### src/rtl/vtge_pkg.sv
// vtge_pkg: shared types and constants for the vector tile geometry encoder
// used by vtge_varint_unit and vector_tile_geometry_encoder; no dependencies

package vtge_pkg;

	// field widths
	localparam int unsigned COORD_W = 32;
	localparam int unsigned COUNT_W = 29;
	localparam int unsigned KIND_W  = 2;
	localparam int unsigned WORD_W  = 32;
	localparam int unsigned BYTE_W  = 8;
	localparam int unsigned GROUP_W = 7;

	// stream payload widths
	localparam int unsigned IN_DATA_W = 96;
	localparam int unsigned IN_USER_W = 4;

	// command ids
	localparam logic [2:0] CMD_MOVE_TO = 3'h1;
	localparam logic [2:0] CMD_LINE_TO = 3'h2;
	localparam logic [2:0] CMD_CLOSE   = 3'h7;

	// part kinds
	localparam logic [KIND_W-1:0] KIND_POINTS = 2'd0;
	localparam logic [KIND_W-1:0] KIND_LINE   = 2'd1;
	localparam logic [KIND_W-1:0] KIND_RING   = 2'd2;

	// saturation value of the vertex index
	localparam logic [COUNT_W-1:0] IDX_MAX = {COUNT_W{1'b1}};

	// load request into the varint unit
	typedef struct packed {
		logic              valid;
		logic [WORD_W-1:0] value;
		logic              last;
	} vtge_ld_t;

	// command word: id in the low three bits, count above
	function automatic logic [WORD_W-1:0] cmd_word(input logic [2:0] id,
		input logic [COUNT_W-1:0] count);
		cmd_word = {count, id};
	endfunction

	// zigzag mapping of a 32-bit two's complement delta
	function automatic logic [WORD_W-1:0] zigzag(input logic [COORD_W-1:0] d);
		zigzag = {d[COORD_W-2:0], 1'b0} ^ {COORD_W{d[COORD_W-1]}};
	endfunction

endpackage

### src/rtl/vtge_varint_unit.sv
// vtge_varint_unit: shared shift unit that sends one 32-bit word as varint bytes
// uses vtge_pkg; holds the output register of the byte stream

module vtge_varint_unit (
	input  logic                         clk,
	input  logic                         arst_n,
	input  vtge_pkg::vtge_ld_t           ld,
	output logic                         ld_ready,
	output logic                         m_axis_tvalid,
	input  logic                         m_axis_tready,
	output logic [vtge_pkg::BYTE_W-1:0]  m_axis_tdata,   // out_byte [7:0]
	output logic                         m_axis_tlast    // last_byte
);

	logic                        active_q;
	logic                        last_q;
	logic [vtge_pkg::WORD_W-1:0] val_q;
	logic                        tvalid_q;
	logic                        tlast_q;
	logic [vtge_pkg::BYTE_W-1:0] tdata_q;
	logic                        more;
	logic                        emit;

	// more groups follow when any bit above the low group is set
	assign more     = |val_q[vtge_pkg::WORD_W-1:vtge_pkg::GROUP_W];
	assign emit     = active_q && (!tvalid_q || m_axis_tready);
	assign ld_ready = !active_q;

	// shift register and control
	always_ff @(posedge clk or negedge arst_n) begin
		if (!arst_n) begin
			active_q <= 1'b0;
			tvalid_q <= 1'b0;
		end else begin
			if (emit) begin
				tvalid_q <= 1'b1;
				if (!more)
					active_q <= 1'b0;
			end else if (tvalid_q && m_axis_tready) begin
				tvalid_q <= 1'b0;
			end
			if (ld.valid && !active_q)
				active_q <= 1'b1;
		end
	end

	// payload registers
	always_ff @(posedge clk) begin
		if (emit) begin
			tdata_q <= {more, val_q[vtge_pkg::GROUP_W-1:0]};
			tlast_q <= last_q && !more;
			val_q   <= val_q >> vtge_pkg::GROUP_W;
		end
		if (ld.valid && !active_q) begin
			val_q  <= ld.value;
			last_q <= ld.last;
		end
	end

	assign m_axis_tvalid = tvalid_q;
	assign m_axis_tdata  = tdata_q;
	assign m_axis_tlast  = tlast_q;

endmodule

### src/rtl/vector_tile_geometry_encoder.sv
// vector_tile_geometry_encoder: top level, vertex decode and field sequencer
// uses vtge_pkg and vtge_varint_unit
// usage:
//   s_axis carries one vertex per item: tdata holds coord_x, coord_y and
//   part_points, tuser holds part_kind, part_start and geom_start.
//   m_axis carries the command stream one byte per item; tlast marks the
//   last byte that a vertex causes. a vertex that gives no bytes shows nothing.
// sequencing:
//   a vertex is taken, then each of up to three varint words
//   (command, x delta, y delta) goes to the shared shift unit in turn; the
//   unit sends one byte per cycle while m_axis_tready is high and takes a
//   new word only after the last byte of its previous word has gone into
//   the output register. the first byte passes the vertex registers, the
//   shift register and the output register. s_axis_tready is high while the
//   sequencer is idle.
// reset: arst_n clears the cursor, the vertex index, the sequencer and the
//   valid flag of the output register; no byte is pending afterwards.
// stall: when m_axis_tready is low the byte in the output register holds,
//   the shift unit waits, and the sequencer stops taking vertices once it
//   needs the unit.

module vector_tile_geometry_encoder (
	input  logic                            clk,
	input  logic                            arst_n,
	input  logic                            s_axis_tvalid,
	output logic                            s_axis_tready,
	// coord_x [31:0], coord_y [63:32], part_points [92:64], zero [95:93]
	input  logic [vtge_pkg::IN_DATA_W-1:0]  s_axis_tdata,
	// part_kind [1:0], part_start [2], geom_start [3]
	input  logic [vtge_pkg::IN_USER_W-1:0]  s_axis_tuser,
	output logic                            m_axis_tvalid,
	input  logic                            m_axis_tready,
	// out_byte [7:0]
	output logic [vtge_pkg::BYTE_W-1:0]     m_axis_tdata,
	// last_byte
	output logic                            m_axis_tlast
);

	localparam logic [1:0] ST_IDLE = 2'd0;
	localparam logic [1:0] ST_CMD  = 2'd1;
	localparam logic [1:0] ST_DX   = 2'd2;
	localparam logic [1:0] ST_DY   = 2'd3;

	logic [1:0]                     state_q;
	logic [vtge_pkg::COORD_W-1:0]   cur_x_q;
	logic [vtge_pkg::COORD_W-1:0]   cur_y_q;
	logic [vtge_pkg::COUNT_W-1:0]   vidx_q;
	logic [vtge_pkg::COORD_W-1:0]   x_q;
	logic [vtge_pkg::COORD_W-1:0]   y_q;
	logic [vtge_pkg::WORD_W-1:0]    cmd_q;
	logic                           pt_q;

	logic [vtge_pkg::COORD_W-1:0]   in_x;
	logic [vtge_pkg::COORD_W-1:0]   in_y;
	logic [vtge_pkg::COUNT_W-1:0]   in_npts;
	logic [vtge_pkg::KIND_W-1:0]    in_kind;
	logic                           in_pstart;
	logic                           in_gstart;

	logic                           accept;
	logic [vtge_pkg::COUNT_W-1:0]   idx;
	logic [vtge_pkg::COUNT_W-1:0]   limit;
	logic [vtge_pkg::COUNT_W:0]     idx_p1;
	logic                           has_cmd;
	logic                           has_pt;
	logic [vtge_pkg::WORD_W-1:0]    cmd_sel;

	logic [vtge_pkg::COORD_W-1:0]   sub_a;
	logic [vtge_pkg::COORD_W-1:0]   sub_b;
	logic [vtge_pkg::COORD_W-1:0]   delta;
	vtge_pkg::vtge_ld_t             ld;
	logic                           ld_ready;

	// unpack the vertex
	assign in_x      = s_axis_tdata[31:0];
	assign in_y      = s_axis_tdata[63:32];
	assign in_npts   = s_axis_tdata[92:64];
	assign in_kind   = s_axis_tuser[1:0];
	assign in_pstart = s_axis_tuser[2];
	assign in_gstart = s_axis_tuser[3];

	assign s_axis_tready = (state_q == ST_IDLE);
	assign accept        = s_axis_tvalid && s_axis_tready;

	// vertex decode: which words this vertex gives
	always_comb begin
		idx     = in_pstart ? '0 : vidx_q;
		idx_p1  = {1'b0, idx} + 1'b1;
		limit   = in_npts;
		has_cmd = 1'b0;
		has_pt  = 1'b0;
		cmd_sel = vtge_pkg::cmd_word(vtge_pkg::CMD_MOVE_TO, in_npts);
		if (in_kind == vtge_pkg::KIND_RING)
			limit = (in_npts != '0) ? in_npts - 1'b1 : '0;
		case (in_kind)
			vtge_pkg::KIND_POINTS: begin
				if (idx < in_npts) begin
					has_pt  = 1'b1;
					has_cmd = (idx == '0);
				end
			end
			vtge_pkg::KIND_LINE, vtge_pkg::KIND_RING: begin
				if (limit != '0) begin
					if (idx < limit) begin
						has_pt = 1'b1;
						if (idx == '0) begin
							has_cmd = 1'b1;
							cmd_sel = vtge_pkg::cmd_word(vtge_pkg::CMD_MOVE_TO,
								vtge_pkg::COUNT_W'(1));
						end else if (idx == vtge_pkg::COUNT_W'(1)) begin
							has_cmd = 1'b1;
							cmd_sel = vtge_pkg::cmd_word(vtge_pkg::CMD_LINE_TO,
								limit - 1'b1);
						end
					end else if (in_kind == vtge_pkg::KIND_RING && idx == limit) begin
						has_cmd = 1'b1;
						cmd_sel = vtge_pkg::cmd_word(vtge_pkg::CMD_CLOSE,
							vtge_pkg::COUNT_W'(1));
					end
				end
			end
			default: begin
				has_cmd = 1'b0;
				has_pt  = 1'b0;
			end
		endcase
	end

	// shared subtractor for the x and y deltas
	assign sub_a = (state_q == ST_DY) ? y_q : x_q;
	assign sub_b = (state_q == ST_DY) ? cur_y_q : cur_x_q;
	assign delta = sub_a - sub_b;

	// load request into the shift unit
	always_comb begin
		ld.valid = 1'b0;
		ld.value = cmd_q;
		ld.last  = !pt_q;
		case (state_q)
			ST_CMD: begin
				ld.valid = 1'b1;
			end
			ST_DX, ST_DY: begin
				ld.valid = 1'b1;
				ld.value = vtge_pkg::zigzag(delta);
				ld.last  = (state_q == ST_DY);
			end
			default: begin
				ld.valid = 1'b0;
			end
		endcase
	end

	// sequencer, cursor and vertex index
	always_ff @(posedge clk or negedge arst_n) begin
		if (!arst_n) begin
			state_q <= ST_IDLE;
			cur_x_q <= '0;
			cur_y_q <= '0;
			vidx_q  <= '0;
		end else begin
			case (state_q)
				ST_IDLE: begin
					if (accept) begin
						if (in_gstart) begin
							cur_x_q <= '0;
							cur_y_q <= '0;
						end
						vidx_q <= (idx == vtge_pkg::IDX_MAX) ? vtge_pkg::IDX_MAX :
							idx_p1[vtge_pkg::COUNT_W-1:0];
						if (has_cmd)
							state_q <= ST_CMD;
						else if (has_pt)
							state_q <= ST_DX;
					end
				end
				ST_CMD: begin
					if (ld_ready)
						state_q <= pt_q ? ST_DX : ST_IDLE;
				end
				ST_DX: begin
					if (ld_ready)
						state_q <= ST_DY;
				end
				ST_DY: begin
					if (ld_ready) begin
						cur_x_q <= x_q;
						cur_y_q <= y_q;
						state_q <= ST_IDLE;
					end
				end
				default: begin
					state_q <= ST_IDLE;
				end
			endcase
		end
	end

	// vertex payload
	always_ff @(posedge clk) begin
		if (accept) begin
			x_q   <= in_x;
			y_q   <= in_y;
			cmd_q <= cmd_sel;
			pt_q  <= has_pt;
		end
	end

	vtge_varint_unit u_varint (
		.clk           (clk),
		.arst_n        (arst_n),
		.ld            (ld),
		.ld_ready      (ld_ready),
		.m_axis_tvalid (m_axis_tvalid),
		.m_axis_tready (m_axis_tready),
		.m_axis_tdata  (m_axis_tdata),
		.m_axis_tlast  (m_axis_tlast)
	);

`ifndef SYNTHESIS
	// the last byte of a word never carries the continuation bit
	a_last_no_more: assert property (@(posedge clk) disable iff (!arst_n)
		m_axis_tvalid && m_axis_tlast |-> !m_axis_tdata[7])
		else $error("last byte has continuation bit set");

	// the cursor takes the vertex once its y delta is handed over
	a_cursor_update: assert property (@(posedge clk) disable iff (!arst_n)
		(state_q == ST_DY) && ld_ready |=> (cur_x_q == $past(x_q)) &&
			(cur_y_q == $past(y_q)))
		else $error("cursor not updated after point");

	// no vertex is taken while a word is still to be handed over
	a_no_accept_busy: assert property (@(posedge clk) disable iff (!arst_n)
		ld.valid |-> !s_axis_tready)
		else $error("vertex accepted while sequencer busy");
`endif

endmodule
### config.mk
export PLATFORM = sky130hd
export DESIGN_NAME = vector_tile_geometry_encoder
export DESIGN_NICKNAME = d
export VERILOG_FILES = /design/src/rtl/vtge_pkg.sv /design/src/rtl/vtge_varint_unit.sv /design/src/rtl/vector_tile_geometry_encoder.sv
export SDC_FILE = /design/constraint.sdc
export NUM_CORES = 1
export LEC_CHECK = 0
export BUFFER_PORTS_ARGS = -buffer_cell sky130_fd_sc_hd__buf_2
export CAP_MARGIN = 5
export CORE_ASPECT_RATIO = 0.8
export CORE_MARGIN = 5
export CORE_UTILIZATION = 30
export DETAILED_ROUTE_END_ITERATION = 8
export HOLD_SLACK_MARGIN = 0.08
export SLEW_MARGIN = 40
export SYNTH_ARGS = -nofsm -noshare
export SYNTH_HDL_FRONTEND = slang
export SYNTH_SLANG_ARGS = --single-unit
### constraint.sdc
create_clock -name clk -period 5.5 [get_ports clk]
set_clock_uncertainty 0.1 [all_clocks]
set_input_delay 0.275 -clock clk [delete_from_list [all_inputs] [get_ports clk]]
set_output_delay 0.275 -clock clk [all_outputs]
set_load 0.1 [all_outputs]
==> out/qor.csv, run 1 <==
metric,value,unit
ys flop type,edfxtp_1,
ANT nets after route,0,
Tcrit/Tclk final,91.0,%
share of synthesized registers carrying an async set or reset,41.1,%
CP dominant cell by count,buf_4,
Synth Register Bits,236,
Pre-Repair DR Iteration Count,8,
Syn-to-layout area delta,20.9,%
number of diodes,0,
placeable core area,51200,sq um
CP Cell Sequence,"dlygate4sd3_1, buf_2, nor4_2, nand4_2, nor4b_1, nand2_1, buf_4, nand2_1, ha_1, a21o_1, a21o_1, a21oi_1, o21ai_0, inv_1, a21bo_2, nand3_1, or4b_1, buf_4, buf_4, o21ai_0",
Tmin final,5.00,ns
peak supply drop,0.186,mV
status,finished clean,
maximum fanout along the worst path,12,
Die Span Y,214,um
Initial DRC Count,1006,
"commonest non-fill, non-tap cell in the layout",nand2_1,
Cell Rows,74,
Mapped Nets,1911,
Max Fclk,200,MHz
Post-Route Setup TNS,0,ns
H-tree depth,1,
vias,13100,
top cell family by delay on the critical path,simple AND/OR/NAND/NOR gates,
Die Wd,265,um
CTS tree,yes,
Resized cells post-CTS,0,
CP arrival,5.28,ns
global route overflow,0,
clk sinks,236,
Residual DRC,0,
Final Hold Fails,0,
vias in the first global route,12900,
Worst-Skew Late Latency,0.55,ns
slowest cell delay on critical path,0.53,ns
WHS,0.102,ns
Port Buf Inserts,111,
fin nets,2089,
syn avg cell area,9.12,sq um
GP Congestion,0.994,
synth warn,0,
CTS Root Buffer Type,clkbuf_16,
Slowest cell on crit path,dlygate4sd3_1,
Hold WC Path Type,input port to flip-flop,
die area,56700,sq um
RSZ-0062 raised after global routing,false,
endpoints failing setup,0,
Mapped Cells,1709,
CP Buf/Inv Count,6,
Mapped Area,15600,sq um
largest net degree at the start of global routing,129,
clk slew on worst S/H paths,0.06,ns
"commonest cells after routing, fill and taps aside","nand2_1, o21ai_0, edfxtp_1",
PwrDens,223,nW/um^2
io pins,115,
"Distinct cells, synth",83,
Num CTS Buffers,26,
total track usage,15.7,%
WL per Instance,17.9,um
Pleak,7.87,nW
initial antenna violation count,0,
overall routed net length,46.3,mm
Required @ worst endpoint,5.77,ns
CP Capture Type,flip-flop,
clock tree buffer depth,3,
vias per std cell,5.07,
Pins Over Slew Limit,0,
startpoint types,input port,
hold_buf cts,77,
Max-cap violations,0,
Max-slew headroom,45.9,%
Initial Util,30.5,%
Post CTS Setup Buffer Count,0,
sequential area share after synthesis,42.3,%
detailed placement HPWL,35.5,mm
number of synthesized flops with an enable pin,139,
first-pass GRT wire length,72.8,mm
share of layout cells above drive strength 1,12.7,%
Final Core Density,36.8,%
Crit Path Class,input port to flip-flop,
worst-margin pin slew,0.792,ns
[per-stage QoR]
step	cell area (sq um)	worst slack, ns	cells	power, mW
after floorplan	15600	0.660	1709	2.10
after global placement	17100	0.564	2466	2.24
after detailed placement	17100	0.538	2466	2.25
after CTS	18800	0.609	2591	4.24
after global routing	18900	0.142	2591	4.35
final	18900	0.495	2591	4.20
[flip-flops by register name, summed over array words and instances, names as in the netlist]
register / cells
cmd_q: 32
cur_x_q: 32
cur_y_q: 32
pt_q: 1
state_q: 2
u_varint.active_q: 1
u_varint.last_q: 1
u_varint.m_axis_tdata: 8
u_varint.m_axis_tlast: 1
u_varint.m_axis_tvalid: 1
u_varint.val_q: 32
vidx_q: 29
x_q: 32
y_q: 32
[final cells by class]
| class | instances | area [sq um] |
|---|---|---|
| repair buffers | 238 | 1760 |
| clock inverters | 15 | 216 |
| multi-input cells | 1328 | 8450 |
| fillers | 5154 | 32300 |
| flip-flops and latches | 236 | 6600 |
| clock buffers | 33 | 749 |
| inverters | 57 | 216 |
| well taps | 684 | 856 |
[worst paths after layout]
path | from | to | slack, ns | depth (start not counted)
hold / removal | s_axis_tdata[65] | cmd_q[4] | 0.10 | 3
max in group asynchronous | arst_n | state_q[1] | 4.16 | 3
min in group asynchronous | arst_n | vidx_q[25] | 0.13 | 2
setup reg to reg | state_q[0] | u_varint.val_q[9] | 0.59 | 14
setup / recovery | s_axis_tdata[83] | cmd_q[23] | 0.50 | 20
hold reg to reg | u_varint.val_q[2] | u_varint.m_axis_tdata[2] | 0.33 | 0
[tightest hold or removal path, stage by stage]
cell and delay (ns):
buf_2 0.18, nand2_1 0.08, o21ai_1 0.09
[power by group]
| part | switching, mW | internal (mW) |
|---|---|---|
| clock | 0.743 | 1.20 |
| combinational | 0.212 | 0.139 |
| sequential | 0.00717 | 1.90 |
[cells by family (layout without fill, tap and decap cells)]
group	count (synthesis)	after routing	synth area share, %
muxes	56	56	3.61
buffers and inverters	145	343	3.65
xor gates and xnor gates	99	99	5.75
DFF	236	236	42.3
adders and majority gates	98	98	7.91
and+or+nand+nor	646	646	20.0
AOI/OAI and AO/OA	429	429	16.7
[routing by layer]
metal | up-vias | global-route usage (%) | routed length, um
met5 | - | 0 | 0
met4 | 0 | 3.07 | 932
met3 | 57 | 2.48 | 2620
met2 | 367 | 23.6 | 19700
met1 | 6210 | 24.0 | 23100
li1 | 6511 | - | -
[Yosys cell counts (all sizes together) (7+ instances only)]
cell type  instances  area, sq um
nand2b            18          113
nor2              75          282
mux2i             54          541
a31oi             21          131
or2                9         56.3
dfrtp             97         2430
o31ai              7         52.6
o22a              16          140
xor2              14          123
o21a              13         97.6
nor3              38          195
o21ai            180          908
buf               24          115
a21oi             96          484
nand4             27          181
and3              14         87.6
nand3             44          220
nor4              24          208
ha                97         1210
nor2b             36          225
xnor2             83          727
and2              15         93.8
clkbuf            64          240
nand2            315         1180
edfxtp           139         4170
inv               57          214
a21o              32          240
(Power assumes the default switching activity.)
==> run 2, diff against run 1 <==
--- a/config.mk
+++ b/config.mk
@@ -15,4 +15,5 @@
 export SLEW_MARGIN = 40
 export SYNTH_ARGS = -nofsm -noshare
 export SYNTH_HDL_FRONTEND = slang
+export SYNTH_HIERARCHICAL = 1
 export SYNTH_SLANG_ARGS = --single-unit
==> constraint.sdc (replaced) <==
create_clock -name clk -period 6.32 [get_ports clk]
set_clock_uncertainty 0.1 [all_clocks]
set_input_delay 0.316 -clock clk [delete_from_list [all_inputs] [get_ports clk]]
set_output_delay 0.316 -clock clk [all_outputs]
set_load 0.1 [all_outputs]
==> run 2 against run 1 <==
Power fell by 20%. Sequential share of layout area rose by 0.99 points. Sequential power fell by 13%. Die area rose by 0.24%. Non-clock buffer count fell by 35. Synthesized cell count fell by 3.5%. Design area fell by 2.8%. Via count fell by 3.3%. Critical path depth fell by 5. Critical endpoint is now u_varint/val_q[18]. Largest cell class unchanged. Highest routed layer is now met5.
==> out/qor.csv, run 2 <==
metric,value,unit
Cell Rows,74,
fin nets,2000,
Post-Route Setup TNS,0,ns
Crit Path Class,flip-flop to flip-flop,
"Distinct cells, synth",87,
vias per std cell,5.08,
Port Buf Inserts,111,
Pre-Repair DR Iteration Count,5,
WL per Instance,17.6,um
Max-cap violations,0,
Synth top area share,26.7,%
io pins,115,
fillers,5181,
worst-margin pin slew,0.801,ns
Post CTS Setup Buffer Count,0,
clock tree buffer depth,3,
leading area contributor after synthesis,edfxtp_1,
Mapped Cells,1650,
vias in the first global route,12400,
# placed instances,2384,
PwrDens,183,nW/um^2
Hold WC Path Type,input port to flip-flop,
share of synthesized registers carrying an async set or reset,41.1,%
Die Wd,265,um
CP dominant cell by count,mux2i_1,
Final Hold Fails,0,
top cell family by delay on the critical path,compound AO/OA/AOI/OAI gates,
Mapped Nets,1852,
Slowest cell on crit path,and2_4,
RSZ-0062 raised after global routing,false,
clk sinks,236,
detailed placement HPWL,33.7,mm
Die Span Y,214,um
Num CTS Buffers,23,
number of synthesized flops with an enable pin,139,
Pins Over Slew Limit,0,
CP Cell Sequence,"and2_4, mux2i_1, ha_1, a21oi_1, nand2_1, o21ai_0, o21a_1, o41ai_1, o41ai_2, mux2i_1, or2_1, buf_4, xnor2_1, mux2_2, mux2_1",
most frequent cell after synthesis,nand2_1,
Syn-to-layout area delta,17.3,%
CP Buf/Inv Count,1,
Pleak,7.98,nW
status,finished clean,
CP arrival,5.69,ns
synth top area cells,"edfxtp_1, dfrtp_1, ha_1",
Tmin final,5.52,ns
vias,12700,
startpoint types,flip-flop,
overall routed net length,44.1,mm
peak supply drop,0.205,mV
Initial Util,30.5,%
Required @ worst endpoint,6.48,ns
Max Fclk,181,MHz
Mapped Area,15600,sq um
H-tree depth,1,
CP Capture Type,flip-flop,
endpoints failing setup,0,
Synth top cells by count,"nand2_1, edfxtp_1, o21ai_0",
Initial DRC Count,1241,
die area,56800,sq um
ANT nets after route,0,
hold_buf cts,73,
Synth Register Bits,236,
Max-slew headroom,46.4,%
total track usage,15.1,%
first-pass GRT wire length,69.7,mm
slowest cell delay on critical path,0.54,ns
clk slew on worst S/H paths,0.07,ns
maximum fanout along the worst path,44,
synth warn,6,
fin cells,2501,
Worst path depth,15,
Resized cells post-CTS,0,
"commonest cells after routing, fill and taps aside","nand2_1, edfxtp_1, o21ai_0",
"Cell Area, Placed",16800,sq um
CTS tree,yes,
sequential area share after synthesis,42.2,%
worst reg-to-reg path cell count,15,
placeable core area,51300,sq um
Residual DRC,0,
"commonest non-fill, non-tap cell in the layout",nand2_1,
Tcrit/Tclk final,87.4,%
Worst Hold Depth,3,
syn avg cell area,9.47,sq um
initial antenna violation count,5,
share of layout cells above drive strength 1,14.1,%
area occupied by multi-input gates,8410,sq um
largest net degree at the start of global routing,129,
CTS Root Buffer Type,clkbuf_16,
GP Congestion,0.960,
Worst-Skew Late Latency,0.52,ns
ys flop type,edfxtp_1,
"Non-Filler Cell Area, Final",18300,sq um
global route overflow,0,
register area,6600,sq um
Power Total,3.35,mW
-- run 2: where the power goes --
group	switching (mW)	total (mW)	internal (mW)
Clock	0.610	1.41	0.800
Sequential	0.00732	1.66	1.65
Combinational	0.174	0.287	0.113
Total	0.791	3.35	2.56
-- run 2: area by class of cell --
cell class                      instances  share of cell area (%)
Sequential cell                       236                    36.0
Clock buffer                           31                    3.70
Tap cell                              684                    4.67
Antenna cell                            3                  0.0410
Inverter                               66                    1.37
Timing Repair Buffer                  203                    7.83
Clock inverter                         10                   0.491
Multi-Input combinational cell       1268                    45.9
-- run 2: cell families after synthesis --
kind of cell | after synthesis | synth area share, %
flip-flops | 236 | 42.2
XOR/XNOR | 97 | 5.62
buffers and inverters | 146 | 4.10
AO/OA/AOI/OAI | 368 | 14.7
multiplexers | 92 | 6.32
adder cells (fa/ha/maj) | 98 | 7.89
AND/OR/NAND/NOR | 613 | 19.2
-- run 2: worst paths after layout --
kind | endpoint | slack, ns | startpoint
max | u_varint/val_q[18] | 0.80 | state_q[0]
min | cmd_q[15] | 0.10 | s_axis_tdata[76]
max reg2reg | u_varint/val_q[18] | 0.80 | state_q[0]
min reg2reg | u_varint/m_axis_tdata[6] | 0.32 | u_varint/val_q[6]
max in group asynchronous | cur_x_q[19] | 4.65 | arst_n
min in group asynchronous | vidx_q[0] | 0.31 | arst_n
-- run 2: per-layer routing --
| metal | global-route usage, % | wire (um) | up-vias |
|---|---|---|---|
| met3 | 4.02 | 3130 | 51 |
| met5 | 0 | 13 | - |
| li1 | - | - | 6229 |
| met2 | 22.9 | 18800 | 325 |
| met4 | 2.55 | 625 | 2 |
| met1 | 22.1 | 21500 | 6105 |
-- run 2: worst reg2reg max path, delay by kind of cell, from the launching register on --
kind | cells | cell delay, ns
fa+ha+maj | 1 | 0.32
buf+inv | 1 | 0.43
mux | 4 | 1.22
simple gates | 3 | 1.01
flops | 1 | 0.44
xor+xnor | 1 | 0.15
compound gates | 5 | 1.57
-- run 2: per-stage QoR --
| stage | util [%] | setup WS [ns] | hold slack, ns |
|---|---|---|---|
| floorplan | - | 0.162 | -0.0796 |
| global placement | 32.8 | 0.875 | 0.272 |
| detailed placement | 32.8 | 0.830 | 0.291 |
| CTS | 35.7 | 0.815 | 0.0814 |
| global route | 35.7 | 0.374 | 0.0904 |
| finish | 35.7 | 0.798 | 0.104 |
==> run 3, diff against run 2 <==
--- a/config.mk
+++ b/config.mk
@@ -10,6 +10,8 @@
 export CORE_ASPECT_RATIO = 0.8
 export CORE_MARGIN = 5
 export CORE_UTILIZATION = 30
+export CTS_BUF_LIST = sky130_fd_sc_hd__clkbuf_16
+export CTS_CLUSTER_DIAMETER = 50
 export DETAILED_ROUTE_END_ITERATION = 8
 export HOLD_SLACK_MARGIN = 0.08
 export SLEW_MARGIN = 40
==> run 3 against run 2 <==
Hold slack worse by 0.0058 ns. Global-route usage about the same. Power is essentially flat. Critical path type unchanged. Critical endpoint unchanged. Largest cell class unchanged.
==> out/qor.csv, run 3 (synthesis gave the netlist of run 2 again) <==
metric,value,unit
H-tree depth,1,
Pre-Repair DR Iteration Count,6,
worst r2r src,state_q[0],
clk sinks,236,
Worst Hold Depth,3,
Met3 Routed Length,3.20,mm
CP dominant cell by count,mux2i_1,
vias in the first global route,12400,
"Non-Filler Cell Area, Final",18300,sq um
R2R setup slack,0.75,ns
PwrDens,183,nW/um^2
slowest cell delay on critical path,0.54,ns
"commonest cells after routing, fill and taps aside","nand2_1, edfxtp_1, o21ai_0",
Final Core Density,35.8,%
WL per Instance,17.6,um
endpoints failing setup,0,
CTS tree,yes,
worst-margin pin slew,0.801,ns
Pins Over Slew Limit,0,
crit path from,state_q[0],
vias per std cell,5.10,
CTS Root Buffer Type,clkbuf_16,
Tmin final,5.57,ns
CP Capture Type,flip-flop,
share of layout cells above drive strength 1,14.0,%
Required @ worst endpoint,6.48,ns
Max Fclk,179,MHz
first-pass GRT wire length,69.8,mm
Die Span Y,214,um
R2R Path End,u_varint/val_q[18],
Port Buf Inserts,111,
io pins,115,
Tcrit/Tclk final,88.2,%
initial antenna violation count,5,
"Cell Area, Placed",16800,sq um
GP Congestion,0.960,
CP arrival,5.74,ns
sw frac,23.5,%
Clock power frac,42.0,%
Pleak,8.00,nW
Gate power share,8.6,%
startpoint types,flip-flop,
Worst-Skew Late Latency,0.52,ns
top cell family by delay on the critical path,compound AO/OA/AOI/OAI gates,
Post-Route Setup TNS,0,ns
total track usage,15.1,%
Hold WC Path Type,input port to flip-flop,
clk slew on worst S/H paths,0.07,ns
global route overflow,0,
status,finished clean,
Sw Pwr,0.789,mW
clock tree buffer depth,3,
Die Wd,265,um
fin nets,2001,
Residual DRC,0,
Reg power frac,49.4,%
PnR worst setup slack,0.745,ns
Hold Startpoint,s_axis_tdata[76],
ANT nets after route,0,
top sig layer,met5,
Cell Rows,74,
"commonest non-fill, non-tap cell in the layout",nand2_1,
CP Cell Sequence,"and2_4, mux2i_1, ha_1, a21oi_1, nand2_1, o21ai_0, o21a_1, o41ai_1, o41ai_2, mux2i_1, or2_1, buf_4, xnor2_1, mux2_2, mux2_1",
detailed placement HPWL,33.7,mm
Crit Path Class,flip-flop to flip-flop,
overall routed net length,44.0,mm
Initial DRC Count,1165,
Max-slew headroom,46.6,%
met2 wire len,18.8,mm
vias,12800,
Slowest cell on crit path,and2_4,
WHS,0.0981,ns
peak supply drop,0.148,mV
maximum fanout along the worst path,44,
Max-cap violations,0,
Resized cells post-CTS,0,
Syn-to-layout area delta,17.3,%
die area,56800,sq um
CP Buf/Inv Count,1,
Initial Util,30.5,%
Num CTS Buffers,23,
Final Hold Fails,0,
worst reg-to-reg path cell count,15,
Place WS,0.830,ns
largest net degree at the start of global routing,129,
Int Power,2.56,mW
RSZ-0062 raised after global routing,false,
sink of the worst hold path,cmd_q[15],
wl on met1,21.3,mm
placeable core area,51300,sq um
run 3: changes by cell type in the layout (fill, tap and decap cells not counted), sizes merged:
cell,change
inv,+4
clkinvlp,-1
dlygate4sd3,+1
bufinv,+1
clkbuf,-6
clkinv,+2
run 3: stage by stage:
stage | cells | power [mW]
after floorplan | 1650 | 1.83
after global placement | 2384 | 1.93
after detailed placement | 2384 | 1.94
after CTS | 2499 | 3.39
after global routing | 2500 | 3.48
final | 2502 | 3.35
run 3: final cells by class:
class	instances	area [sq um]
timing repair buffer	204	1450
sequential	236	6600
clock inverter	16	139
tap	684	856
inverter	66	250
multi-input combinational	1268	8410
clock buffer	25	626
antenna	3	7.51
fill	5181	33000
run 3: routing by layer:
layer	up-vias	GRT usage [%]
met1	6127	22.1
met5	-	0
met4	2	2.71
li1	6230	-
met2	345	23.0
met3	52	3.81
run 3: worst max path at each step:
| stage | to | slack [ns] | cells after the start |
|---|---|---|---|
| after floorplan | vidx_q[7] | 0.16 | 7 |
| after global placement | u_varint/val_q[18] | 0.87 | 15 |
| after detailed placement | u_varint/val_q[6] | 0.83 | 15 |
| after CTS | u_varint/val_q[18] | 0.79 | 15 |
| after global routing | u_varint/val_q[18] | 0.35 | 15 |
| final | u_varint/val_q[18] | 0.75 | 15 |
run 3: worst register-to-register path, stage by stage, from the launching register on:
cell and delay, ns:
dfrtp_1 0.45, and2_4 0.54, mux2i_1 0.33, ha_1 0.32, a21oi_1 0.25, nand2_1 0.08
o21ai_0 0.47, o21a_1 0.32, o41ai_1 0.14, o41ai_2 0.43, mux2i_1 0.31, or2_1 0.40
buf_4 0.43, xnor2_1 0.15, mux2_2 0.27, mux2_1 0.32
run 3: what timing repair did:
| item | 4_1_cts | 5_1_grt |
|---|---|---|
| setup buffers | 0 | 0 |
| endpoints found under the setup margin | 0 | 0 |
| endpoints found under the hold margin | 119 | 0 |
| hold buffers | 74 | 0 |
run 3: power by group through the flow:
stage	Sequential (mW)	Combinational, mW	Clock (mW)
CTS	1.66	0.285	1.45
finish	1.66	0.287	1.41
global placement	1.69	0.245	0
global route	1.66	0.316	1.51
detailed placement	1.69	0.247	0
floorplan	1.71	0.128	0
